==> src/sv/tcw_pkg.sv <==
// tcw_pkg: types, constants and helper functions of the text console char writer
// no dependencies; imported by every module of the block but tcw_ram
`default_nettype none

package tcw_pkg;

  localparam int unsigned COLUMNS     = 80;
  localparam int unsigned ROWS        = 25;
  localparam int unsigned PAGE_CELLS  = 2048;
  localparam int unsigned STORE_CELLS = 16384;
  localparam int unsigned TAB_STOP    = 8;

  localparam int unsigned ADDR_W = $clog2(STORE_CELLS);
  localparam int unsigned CELL_W = 16;
  localparam int unsigned COL_W  = 7;
  localparam int unsigned ROW_W  = 5;
  localparam int unsigned PAGE_W = 3;
  localparam int unsigned ATTR_W = 8;
  localparam int unsigned CHAR_W = 8;
  localparam int unsigned OFS_W  = $clog2(ROWS * COLUMNS);
  localparam int unsigned TAB_SH = $clog2(TAB_STOP);
  localparam int unsigned PADDR_W = 3;
  localparam int unsigned PDATA_W = 32;

  localparam logic [CHAR_W-1:0] CH_BS      = 8'd8;
  localparam logic [CHAR_W-1:0] CH_TAB     = 8'd9;
  localparam logic [CHAR_W-1:0] CH_NL      = 8'd10;
  localparam logic [CHAR_W-1:0] BLANK_CHAR = 8'h20;

  localparam logic OP_PUT  = 1'b0;
  localparam logic OP_READ = 1'b1;

  localparam logic REG_FILL = 1'b0;
  localparam logic REG_PAGE = 1'b1;

  localparam logic [ATTR_W-1:0] FILL_RESET = 8'd7;
  localparam logic [PAGE_W-1:0] PAGE_RESET = 3'd0;

  typedef struct packed {
    logic              opcode;
    logic [CHAR_W-1:0] char_code;
    logic [ADDR_W-1:0] cell_index;
  } item_t;

  typedef struct packed {
    logic [COL_W-1:0]  cursor_column;
    logic [ROW_W-1:0]  cursor_row;
    logic [ADDR_W-1:0] crtc_addr;
    logic              scrolled;
    logic [CELL_W-1:0] cell_data;
  } result_t;

  typedef struct packed {
    logic [ATTR_W-1:0] fill_attribute;
    logic [PAGE_W-1:0] disp_page;
  } cfg_t;

  typedef struct packed {
    logic              we;
    logic [ADDR_W-1:0] addr;
    logic [CELL_W-1:0] wdata;
  } ram_req_t;

  function automatic logic [ADDR_W-1:0] page_base(input logic [PAGE_W-1:0] page);
    return ADDR_W'(32'(page) * PAGE_CELLS);
  endfunction

endpackage

`default_nettype wire

==> src/sv/tcw_core.sv <==
// tcw_core: sequencer for put, read, tab, backspace, newline and scroll, plus the clear pass
// depends on tcw_pkg; drives the screen ram and the shared address unit
`default_nettype none

module tcw_core (
  input  wire logic                     clk_i,
  input  wire logic                     rst_ni,
  input  wire logic                     start_i,
  input  wire tcw_pkg::item_t           item_i,
  input  wire tcw_pkg::cfg_t            cfg_i,
  output logic                          busy_o,
  output logic                          result_valid_o,
  output tcw_pkg::result_t              result_o,
  output tcw_pkg::ram_req_t             ram_req_o,
  input  wire logic [tcw_pkg::CELL_W-1:0] ram_rdata_i,
  output logic      [tcw_pkg::OFS_W-1:0]  au_offset_o,
  input  wire logic [tcw_pkg::ADDR_W-1:0] au_addr_i
);
  import tcw_pkg::*;

  typedef enum logic [8:0] {
    S_CLEAR  = 9'b000000001,
    S_IDLE   = 9'b000000010,
    S_DECODE = 9'b000000100,
    S_WB     = 9'b000001000,
    S_NEWLN  = 9'b000010000,
    S_SCR_RD = 9'b000100000,
    S_SCR_WR = 9'b001000000,
    S_BLANK  = 9'b010000000,
    S_DONE   = 9'b100000000
  } state_e;

  state_e              state_q, state_d;
  logic [COL_W-1:0]    col_q, col_d;
  logic [ROW_W-1:0]    line_q, line_d;
  logic                scrolled_q, scrolled_d;
  logic [OFS_W-1:0]    cnt_q, cnt_d;
  logic [ADDR_W-1:0]   clr_q, clr_d;
  item_t               item_q, item_d;
  logic [CELL_W-1:0]   data_q, data_d;

  logic [OFS_W-1:0]    lin;
  logic [COL_W-1:0]    tab_nx;
  logic [COL_W-1:0]    col_inc;

  assign lin     = OFS_W'(32'(line_q) * COLUMNS) + OFS_W'(col_q);
  assign tab_nx  = {col_q[COL_W-1:TAB_SH] + (COL_W-TAB_SH)'(1), TAB_SH'(0)};
  assign col_inc = col_q + COL_W'(1);

  always_comb begin
    state_d     = state_q;
    col_d       = col_q;
    line_d      = line_q;
    scrolled_d  = scrolled_q;
    cnt_d       = cnt_q;
    clr_d       = clr_q;
    item_d      = item_q;
    data_d      = data_q;
    au_offset_o = lin;
    ram_req_o.we    = 1'b0;
    ram_req_o.addr  = au_addr_i;
    ram_req_o.wdata = '0;

    unique case (state_q)
      S_CLEAR: begin
        ram_req_o.we    = 1'b1;
        ram_req_o.addr  = clr_q;
        ram_req_o.wdata = '0;
        clr_d           = clr_q + ADDR_W'(1);
        if (clr_q == ADDR_W'(STORE_CELLS - 1)) begin
          state_d = S_IDLE;
        end
      end
      S_IDLE: begin
        if (start_i) begin
          item_d     = item_i;
          scrolled_d = 1'b0;
          data_d     = '0;
          state_d    = S_DECODE;
        end
      end
      S_DECODE: begin
        if (item_q.opcode == OP_READ) begin
          ram_req_o.addr = item_q.cell_index;
          state_d        = S_WB;
        end else begin
          case (item_q.char_code)
            CH_TAB: begin
              if (32'(tab_nx) >= COLUMNS) begin
                state_d = S_NEWLN;
              end else begin
                col_d   = tab_nx;
                state_d = S_DONE;
              end
            end
            CH_NL: begin
              state_d = S_NEWLN;
            end
            CH_BS: begin
              if (lin != '0) begin
                au_offset_o = lin - OFS_W'(1);
                state_d     = S_WB;
              end else begin
                state_d = S_DONE;
              end
            end
            default: begin
              state_d = S_WB;
            end
          endcase
        end
      end
      S_WB: begin
        if (item_q.opcode == OP_READ) begin
          data_d  = ram_rdata_i;
          state_d = S_DONE;
        end else if (item_q.char_code == CH_BS) begin
          au_offset_o     = lin - OFS_W'(1);
          ram_req_o.we    = 1'b1;
          ram_req_o.wdata = {ram_rdata_i[CELL_W-1:CHAR_W], BLANK_CHAR};
          state_d         = S_DONE;
        end else begin
          ram_req_o.we    = 1'b1;
          ram_req_o.wdata = {ram_rdata_i[CELL_W-1:CHAR_W], item_q.char_code};
          if (32'(col_inc) >= COLUMNS) begin
            state_d = S_NEWLN;
          end else begin
            col_d   = col_inc;
            state_d = S_DONE;
          end
        end
      end
      S_NEWLN: begin
        col_d = '0;
        if (line_q >= ROW_W'(ROWS - 1)) begin
          line_d     = ROW_W'(ROWS - 1);
          scrolled_d = 1'b1;
          cnt_d      = '0;
          state_d    = S_SCR_RD;
        end else begin
          line_d  = line_q + ROW_W'(1);
          state_d = S_DONE;
        end
      end
      S_SCR_RD: begin
        au_offset_o = cnt_q + OFS_W'(COLUMNS);
        state_d     = S_SCR_WR;
      end
      S_SCR_WR: begin
        au_offset_o     = cnt_q;
        ram_req_o.we    = 1'b1;
        ram_req_o.wdata = ram_rdata_i;
        cnt_d           = cnt_q + OFS_W'(1);
        if (cnt_q == OFS_W'((ROWS - 1) * COLUMNS - 1)) begin
          state_d = S_BLANK;
        end else begin
          state_d = S_SCR_RD;
        end
      end
      S_BLANK: begin
        au_offset_o     = cnt_q;
        ram_req_o.we    = 1'b1;
        ram_req_o.wdata = {cfg_i.fill_attribute, BLANK_CHAR};
        cnt_d           = cnt_q + OFS_W'(1);
        if (cnt_q == OFS_W'(ROWS * COLUMNS - 1)) begin
          state_d = S_DONE;
        end
      end
      S_DONE: begin
        state_d = S_IDLE;
      end
      default: begin
        state_d = S_IDLE;
      end
    endcase
  end

  always_ff @(posedge clk_i or negedge rst_ni) begin
    if (!rst_ni) begin
      state_q    <= S_CLEAR;
      col_q      <= '0;
      line_q     <= '0;
      scrolled_q <= 1'b0;
      cnt_q      <= '0;
      clr_q      <= '0;
    end else begin
      state_q    <= state_d;
      col_q      <= col_d;
      line_q     <= line_d;
      scrolled_q <= scrolled_d;
      cnt_q      <= cnt_d;
      clr_q      <= clr_d;
    end
  end

  always_ff @(posedge clk_i) begin
    item_q <= item_d;
    data_q <= data_d;
  end

  assign busy_o         = (state_q != S_IDLE);
  assign result_valid_o = (state_q == S_DONE);

  always_comb begin
    result_o.cursor_column = col_q;
    result_o.cursor_row    = line_q;
    result_o.crtc_addr     = au_addr_i;
    result_o.scrolled      = scrolled_q;
    result_o.cell_data     = data_q;
  end

endmodule

`default_nettype wire

==> config.mk <==
export PLATFORM = sky130hd
export DESIGN_NAME = tcw_core
export DESIGN_NICKNAME = d
export VERILOG_FILES = /design/src/sv/tcw_pkg.sv /design/src/sv/tcw_core.sv
export SDC_FILE = /design/constraint.sdc
export NUM_CORES = 1
export LEC_CHECK = 0
export ABC_AREA = 1
export BUFFER_PORTS_ARGS = -buffer_cell sky130_fd_sc_hd__buf_4
export CAP_MARGIN = 25
export CORE_ASPECT_RATIO = 0.7
export CORE_UTILIZATION = 40
export CTS_BUF_LIST = sky130_fd_sc_hd__clkbuf_4
export DETAILED_ROUTE_END_ITERATION = 6
export SLEW_MARGIN = 15
export SYNTH_ARGS = -nofsm -noshare
export SYNTH_HDL_FRONTEND = slang
export SYNTH_SLANG_ARGS = --single-unit
==> constraint.sdc <==
create_clock -name clk_i -period 3.65 [get_ports clk_i]
set_input_delay 0.365 -clock clk_i [delete_from_list [all_inputs] [get_ports clk_i]]
set_output_delay 0.365 -clock clk_i [all_outputs]
set_load 0.05 [all_outputs]
==> out/results.ini, run 1 <==
[clock_network]
cts_tree=built
ctsHtreeMaxLevel=3
numCtsBuffers=9
path_clk_slew_ps=150
root_buffer=clkbuf_4
clk_latency_ps=490
max-clock-path-buffers=2
clkSinkCount=86

[timing]
hold_ws_ps=52.5
post-route-period-util=0.961
rsz0062_at_grt=true
worst_pin_slew_ps=642
setup_violations=0
fin_ws_ps=143
skew_ps=33.0
drv_slew=0
period_needed_ps=3510
fmax_ghz=0.285
hold_viol_final=0
relSlewSlack=0.572

[run]
drv_cap=0

[floorplanning]
die_w_um=149
rows=37
boundaryPins=154
die_h_um=105
dieArea_um2=15600
fp.coreArea_um2=14700
initial_core_util=0.410

[synthesis]
synth.avg_cell_area_um2=7.85
synth_most_common_cell=nand2_1
synth_fp_nets=857
yosys.area_share.adder=0.0460
synth_cells=769
synthMuxAreaShare=0
ys_seq_area_frac=0.389
synthTopCellsByCount=156 x nand2_1, 98 x inv_1, 72 x nor2_1
synth_top_family_by_area=simple AND/OR/NAND/NOR gates
ys.flop_type=dfrtp_1
synth_xor_area_frac=0.0419
async_flop_share=0.547
yosysWarnings=0
yosysTopAreaCellShare=0.194
synth_largest_area_cell=edfxtp_1
ys_types=51
synth_compound_area_frac=0.112
synth_area_leaders=edfxtp_1 19%, dfrtp_1 19%, nand2_1 9.7%
synth-seq-cells=86
synth_area_um2=6040
synth_edf_count=39
synthSimpleGateAreaFrac=0.306

[worst_setup_path]
max_stage_delay_ps=540
cp_common_cell=nand2_1
arrival_ps=3140
crit_path_max_fanout=7
cp_slowest_cell=fa_1
cp-start-kind=register
critPathRequiredTime_ps=3280
worst_setup_path_end_kind=output pin
crit_chain=ha_2 > ha_4 > fa_1 > nand2_1 > inv_2 > nand2_1 > nand2_2 > nand3_2 > nor2_4 > nand4_1 > nand2_1 > nand2_1 > nand2_1 > nand3_2 > buf_6
critical_path_class=reg2out

[placement]
gp_congestion=0.868
dp_hpwl_mm=13.0
dp_cells=1094
dpl_cell_area_um2=7280
dp_slack_ps=474
io_buffer_count=150

[global_routing]
antenna_found_initial=0
overflow=0
first_global_vias=5055
grt_usage=0.219
grt_pass1_wl_mm=26.6
grt_max_degree=48

[final_layout]
final_area_um2=7640
finish.utilization=0.519
seqCellArea_um2=2350
drive_gt1_frac=0.293
fillers=1421
diodes=0
multi_input_area_um2=3170
area_growth_pct=26.6
stdcell_count=1120
fin_nets=1008

[detailed_routing]
wl_mm=17.0
drt-pass1-iter-count=6
avgViaCountPerCell=5.00
avgRoutedWirePerCell_um=15.2
first_iter_violations=355
drc=0
ant_nets=0
vias=5596

[hold_path]
hp-class=in2reg

[run_status]
status=finished, final reports clean

[pwr]
cellLeakagePower_uw=0.00362
p_per_area_nw_per_um2=636
peakVddDrop_mv=0.513

cells by family after synthesis:
| group | count (synthesis) |
|---|---|
| buffers and inverters | 143 |
| AO/OA/AOI/OAI | 117 |
| flip-flops | 86 |
| AND/OR/NAND/NOR | 374 |
| adder cells (fa/ha/maj) | 21 |
| XOR/XNOR | 28 |
sequential cells by signal (all words and copies together), names as in the netlist:
name        count
clr_q          14
cnt_q          11
item_q         23
data_q         16
col_q           7
line_q          5
scrolled_q      1
state_q         9
per-layer routing:
layer | vias to the layer above | track usage | wire length, µm
met5 | - | 0 | 0
met3 | 11 | 0.0463 | 1300
met2 | 190 | 0.308 | 7060
li1 | 2840 | - | -
met4 | 0 | 0.0452 | 91
met1 | 2555 | 0.339 | 8520
worst max-delay path: cells and delay by family, from the launching register on:
| family | cells | cell delay, ps |
|---|---|---|
| DFF | 1 | 500 |
| adders and majority gates | 3 | 910 |
| and+or+nand+nor | 10 | 1010 |
| buffers and inverters | 2 | 250 |
power by group:
group / internal [µW] / switching [µW] / total (µW)
combinational: 899 / 2010 / 2910
sequential: 1260 / 131 / 1390
clock: 160 / 397 / 557
layout by cell type (no fill, tap or decap), types with 9 or more instances in the layout:
| cell | n |
|---|---|
| o21ai_0 | 38 |
| nand2_1 | 152 |
| nand3_1 | 67 |
| nor2_4 | 12 |
| inv_1 | 96 |
| a21oi_1 | 27 |
| clkbuf_4 | 9 |
| dfrtp_1 | 45 |
| buf_4 | 162 |
| inv_2 | 12 |
| nand4_1 | 13 |
| o21ai_1 | 9 |
| nor2_1 | 69 |
| o22ai_1 | 16 |
| nand2_2 | 12 |
| o211ai_1 | 11 |
| xor2_1 | 24 |
| ha_1 | 14 |
| edfxtp_1 | 39 |
stage by stage:
stage	power [µW]	TNS, ps
finish	4860	0
global route	5150	-40.9
CTS	4820	0
detailed placement	4220	0
global placement	4210	0
floorplan	3420	0
final timing paths:
kind / from / end / cells past startpoint / slack, ps
worst min register to register: clr_q[11]$_DFFE_PN0N_ / clr_q[11]$_DFFE_PN0N_ / 1 / 480
min in group asynchronous: rst_ni / col_q[4]$_DFFE_PN0P_ / 2 / 400
max in group asynchronous: rst_ni / line_q[2]$_DFFE_PN0P_ / 2 / 2740
worst max-delay path: line_q[2]$_DFFE_PN0P_ / au_offset_o[9] / 15 / 140
worst min-delay path: item_i[12] / item_q[12]$_DFFE_PP_ / 1 / 50
worst max register to register: line_q[2]$_DFFE_PN0P_ / state_q[8]$_DFFE_PN0P_ / 14 / 1010
repair_timing:
item                                    CTS  global route
pin swaps                                 3             9
endpoints found under the setup margin    5            11
endpoints found under the hold margin    47             1
hold buffers                              2             1
buffers inserted                          1             6
gates resized for setup                   7            24
area by class of cell:
cell class                 instances  area share
multi-input combinational        540       0.415
sequential                        86       0.307
timing repair buffer             170       0.171
inverter                         113      0.0562
tap                              195      0.0319
clock inverter                     7     0.00933
clock buffer                       9     0.00884
(Power assumes the default switching activity.)
==> inputs of run 2 (changes only) <==
Settings changed: RECOVER_POWER from default to 100.
==> out/results.ini, run 2 (synthesized netlist as in run 1, its figures left out) <==
[detailed_routing]
drt-pass1-iter-count=5
first_iter_violations=389
vias=5613
wl_mm=17.0
avgRoutedWirePerCell_um=15.2
ant_nets=0
drc=0
avgViaCountPerCell=5.01

[worst_setup_path]
cp_common_cell=nand2_1
critPathBufInv=2
cp_slowest_cell=fa_1
arrival_ps=3150
cp-start-kind=register
crit_family=simple AND/OR/NAND/NOR gates
critical_path_class=reg2out
critPathRequiredTime_ps=3280
worst_setup_path_end_kind=output pin
crit_chain=ha_2 > ha_4 > fa_1 > nand2_1 > inv_2 > nand2_1 > nand2_2 > nand3_2 > nor2_4 > nand4_1 > nand2_1 > nand2_1 > nand2_1 > nand3_2 > buf_6
max_stage_delay_ps=540
rrSetupSlack_ps=1010
crit_path_max_fanout=7

[global_routing]
grt_max_degree=48
overflow=0
grt_usage=0.219
grt_pass1_wl_mm=26.6
antenna_found_initial=0
first_global_vias=5055

[timing]
setup_tns_ps=0
rsz0062_at_grt=true
fmax_ghz=0.285
hold_viol_final=0
relSlewSlack=-0.793
post-route-period-util=0.962
period_needed_ps=3510
drv_slew=48
setup_violations=0
skew_ps=33.0
worst_pin_slew_ps=2690

[floorplanning]
die_h_um=105
rows=37
fp.coreArea_um2=14700
initial_core_util=0.410
boundaryPins=154
dieArea_um2=15600
die_w_um=149

[pwr]
peakVddDrop_mv=0.497
seq_power_share=0.292
power_switching_uw=2530
p_per_area_nw_per_um2=636
p_sw_frac=0.534
power_frac_comb=0.590
cellLeakagePower_uw=0.00345
pwr-share-clk=0.118
intPower_uw=2210

[clock_network]
clkSinkCount=86
ctsHtreeMaxLevel=3
path_clk_slew_ps=180
max-clock-path-buffers=2
numCtsBuffers=9
clk_latency_ps=490
cts_tree=built
root_buffer=clkbuf_4

[final_layout]
drive_gt1_frac=0.245
layout_commonest_cell=nand2_1
largest_register_ff_count=23
finish.utilization=0.507
area_growth_pct=23.7
fillers=1462
reg_top3=item_q (23), data_q (16), clr_q (14)
fin_nets=1008
mostFrequentLayoutCells=152 x nand2_1, 99 x buf_4, 96 x inv_1
diodes=0
top_register=item_q

[run_status]
status=complete, but fails checks
violations=max-capacitance violations, max-slew violations

[hold_path]
hp-class=in2reg

[run]
drv_cap=1

[placement]
gp_congestion=0.868
io_buffer_count=150
dp_hpwl_mm=13.0

==> run 2: per-layer routing <==
| layer | up-vias | wire, µm | share of wire | GRT usage |
|---|---|---|---|---|
| met5 | - | 0 | 0 | 0 |
| met4 | 0 | 123 | 0.0072 | 0.0452 |
| met3 | 14 | 1250 | 0.074 | 0.0463 |
| met2 | 199 | 7040 | 0.41 | 0.308 |
| met1 | 2564 | 8590 | 0.51 | 0.339 |
| li1 | 2836 | - | - | - |
==> run 2: through the flow <==
| stage | power [µW] | hold WS (ps) | cell area [µm²] | worst slack (ps) | instances |
|---|---|---|---|---|---|
| floorplan | 3420 | 69.4 | 6040 | 53.3 | 769 |
| global placement | 4210 | 428 | 7280 | 499 | 1094 |
| detailed placement | 4220 | 418 | 7280 | 474 | 1094 |
| CTS | 4820 | 3.08 | 7480 | 4.37 | 1113 |
| global route | 5040 | 5.75 | 7470 | -14.6 | 1120 |
| finish | 4750 | 60.6 | 7470 | 138 | 1120 |
==> run 2: what timing repair did <==
| item | 4_1_cts | 5_1_grt |
|---|---|---|
| endpoints found under the hold margin | 47 | 1 |
| gates resized for setup | 7 | 24 |
| endpoints found under the setup margin | 5 | 11 |
| hold buffers | 2 | 1 |
| pin swaps | 3 | 9 |
| setup buffers | 1 | 6 |
==> run 2: worst register-to-register path, cell delays in order, from the launching register on <==
cell and delay [ps]:
dfrtp_2 500, ha_2 210, ha_4 170, fa_1 540, nand2_1 70, inv_2 80, nand2_1 90, nor2_1 100
nand3_1 120, nand2_4 130, nand3_4 130, buf_4 160, o21ai_1 120, nand2_1 60, a21oi_1 150
==> run 2: final timing paths <==
path	cells past startpoint	from	endpoint
setup / recovery	15	line_q[2]$_DFFE_PN0P_	au_offset_o[9]
max in group asynchronous	2	rst_ni	line_q[2]$_DFFE_PN0P_
min in group asynchronous	2	rst_ni	col_q[2]$_DFFE_PN0P_
hold reg to reg	1	clr_q[11]$_DFFE_PN0N_	clr_q[11]$_DFFE_PN0N_
hold / removal	2	start_i	state_q[1]$_DFFE_PN0P_
setup reg to reg	14	line_q[2]$_DFFE_PN0P_	state_q[8]$_DFFE_PN0P_
==> run 2: cell type report <==
type / count / area, µm² / share of cell area
Sequential cell: 86 / 2350 / 0.315
Clock buffer: 9 / 67.6 / 0.00905
Tap cell: 195 / 244 / 0.0327
Multi-Input combinational cell: 540 / 3160 / 0.423
Clock inverter: 7 / 71.3 / 0.00955
Inverter: 113 / 425 / 0.0570
Timing Repair Buffer: 170 / 1150 / 0.154
==> run 2: power by group through the flow <==
stage / Clock, µW / Sequential, µW / Combinational (µW)
6_report: 559 / 1390 / 2800
3_5_place_dp: 0 / 1410 / 2810
4_1_cts: 584 / 1390 / 2840
3_3_place_gp: 0 / 1410 / 2800
2_1_floorplan: 0 / 1830 / 1590
5_1_grt: 617 / 1410 / 3010
==> inputs of run 3 (changes only) <==
Settings changed: CORE_MARGIN from default to 1.5, CORE_UTILIZATION 40 to 30.
==> out/results.ini, run 3 (synthesized netlist as in run 1, its figures left out) <==
[floorplanning]
die_w_um=173
dieArea_um2=21000
rows=43
initial_core_util=0.306
fp.coreArea_um2=19700
die_h_um=122
boundaryPins=154

[detailed_routing]
avgViaCountPerCell=4.74
ant_nets=0
first_iter_violations=411
drc=0
drt-pass1-iter-count=5
wl_mm=17.3
avgRoutedWirePerCell_um=14.6
vias=5647

[final_layout]
reg_top3=item_q (23), data_q (16), clr_q (14)
layout_commonest_cell=nand2_1
fin_nets=1004
diodes=0
area_growth_pct=25.1
mostFrequentLayoutCells=151 x nand2_1, 103 x buf_4, 96 x inv_1
final_area_um2=7550
drive_gt1_frac=0.255
multi_input_area_um2=3140
fillers=2089
largest_register_ff_count=23
stdcell_count=1191
top_register=item_q
seqCellArea_um2=2350

[timing]
hold_viol_final=0
period_needed_ps=3550
setup_tns_ps=0
fin_ws_ps=101
relSlewSlack=-0.839
post-route-period-util=0.972
drv_slew=48
setup_violations=0
rsz0062_at_grt=true
fmax_ghz=0.282
skew_ps=24.8
worst_pin_slew_ps=2760
hold_ws_ps=74.9

[hold_path]
hold_path_depth=1
hp-class=in2reg

[pwr]
p_per_area_nw_per_um2=633
peakVddDrop_mv=0.406
pwr-share-clk=0.109
intPower_uw=2240
power_frac_comb=0.598
cellLeakagePower_uw=0.00349
p_sw_frac=0.532
power_switching_uw=2550
seq_power_share=0.293

[run_status]
violations=max-capacitance violations, max-slew violations
status=complete, but fails checks

[placement]
dp_cells=1164
gp_congestion=0.891
dp_slack_ps=414
dp_hpwl_mm=13.4
dpl_cell_area_um2=7340
io_buffer_count=150

[global_routing]
grt_pass1_wl_mm=27.2
first_global_vias=5120
overflow=0
grt_max_degree=48
grt_usage=0.163
antenna_found_initial=1

[clock_network]
ctsHtreeMaxLevel=3
max-clock-path-buffers=2
path_clk_slew_ps=160
clkSinkCount=86
numCtsBuffers=9
root_buffer=clkbuf_4
cts_tree=built
clk_latency_ps=470

[worst_setup_path]
arrival_ps=3180
crit_start=line_q[1]$_DFFE_PN0P_
cp_slowest_cell=fa_1
worst_setup_path_end_kind=output pin
reg2reg_depth=15
critical_path_class=reg2out
crit_chain=ha_1 > ha_2 > fa_1 > nand2_1 > inv_2 > nand3_1 > nand2_4 > nor2_4 > nand3_4 > nand3_1 > nand3_1 > nand2_1 > a21oi_1 > buf_4
rrSetupSlack_ps=870
crit_path_max_fanout=6
critPathRequiredTime_ps=3280
worstReg2RegStart=line_q[1]$_DFFE_PN0P_
cp-start-kind=register
cp_common_cell=nand3_1
cp-endpoint=au_offset_o[4]
max_stage_delay_ps=510
reg2reg_to=state_q[8]$_DFFE_PN0P_

[run]
drv_cap=1

-- run 3: cell type report --
| type | count | share of cell area |
|---|---|---|
| multi-input combinational | 540 | 0.416 |
| sequential | 86 | 0.311 |
| timing repair buffer | 166 | 0.155 |
| inverter | 113 | 0.0568 |
| tap | 270 | 0.0447 |
| clock buffer | 9 | 0.00895 |
| clock inverter | 7 | 0.00746 |
-- run 3: layer usage --
layer | vias to the layer above | wire (µm) | GRT usage
met1 | 2617 | 8680 | 0.245
met2 | 181 | 7530 | 0.244
li1 | 2831 | - | -
met4 | 2 | 104 | 0.0236
met3 | 16 | 1010 | 0.0334
met5 | - | 13 | 0
-- run 3: per-stage QoR --
step | utilization | power, µW
floorplan | - | 3420
global placement | 0.372 | 4210
detailed placement | 0.372 | 4220
CTS | 0.381 | 4810
global route | 0.382 | 5090
finish | 0.382 | 4780
-- run 3: power groups by stage --
stage          logic [µW]  registers (µW)  clock network [µW]
2_1_floorplan        1590            1830                   0
3_3_place_gp         2780            1430                   0
3_5_place_dp         2780            1430                   0
4_1_cts              2850            1410                 555
5_1_grt              3080            1420                 581
6_report             2860            1400                 520
-- run 3: timing repair --
action / CTS / global route
gates resized for setup: 12 / 20
setup buffers: 1 / 8
endpoints found under the setup margin: 10 / 10
endpoints found under the hold margin: 46 / 0
cloned: 0 / 0
hold buffers: 1 / 0
pin swaps: 4 / 8
-- run 3: how the worst min path moves through the flow --
stage / from / to / slack [ps]
finish: item_i[13] / item_q[13]$_DFFE_PP_ / 70
global route: item_i[13] / item_q[13]$_DFFE_PP_ / 30
CTS: item_i[12] / item_q[12]$_DFFE_PP_ / 8
detailed placement: rst_ni / line_q[4]$_DFFE_PN0P_ / 440
global placement: rst_ni / line_q[4]$_DFFE_PN0P_ / 430
floorplan: rst_ni / clr_q[0]$_DFFE_PN0N_ / 70
-- run 3: critical path, delay by kind of cell (launching register included) --
kind / cells / cell delay (ps)
buffers and inverters: 2 / 320
AOI/OAI and AO/OA: 1 / 180
and+or+nand+nor: 8 / 780
DFF: 1 / 410
adders and majority gates: 3 / 1020
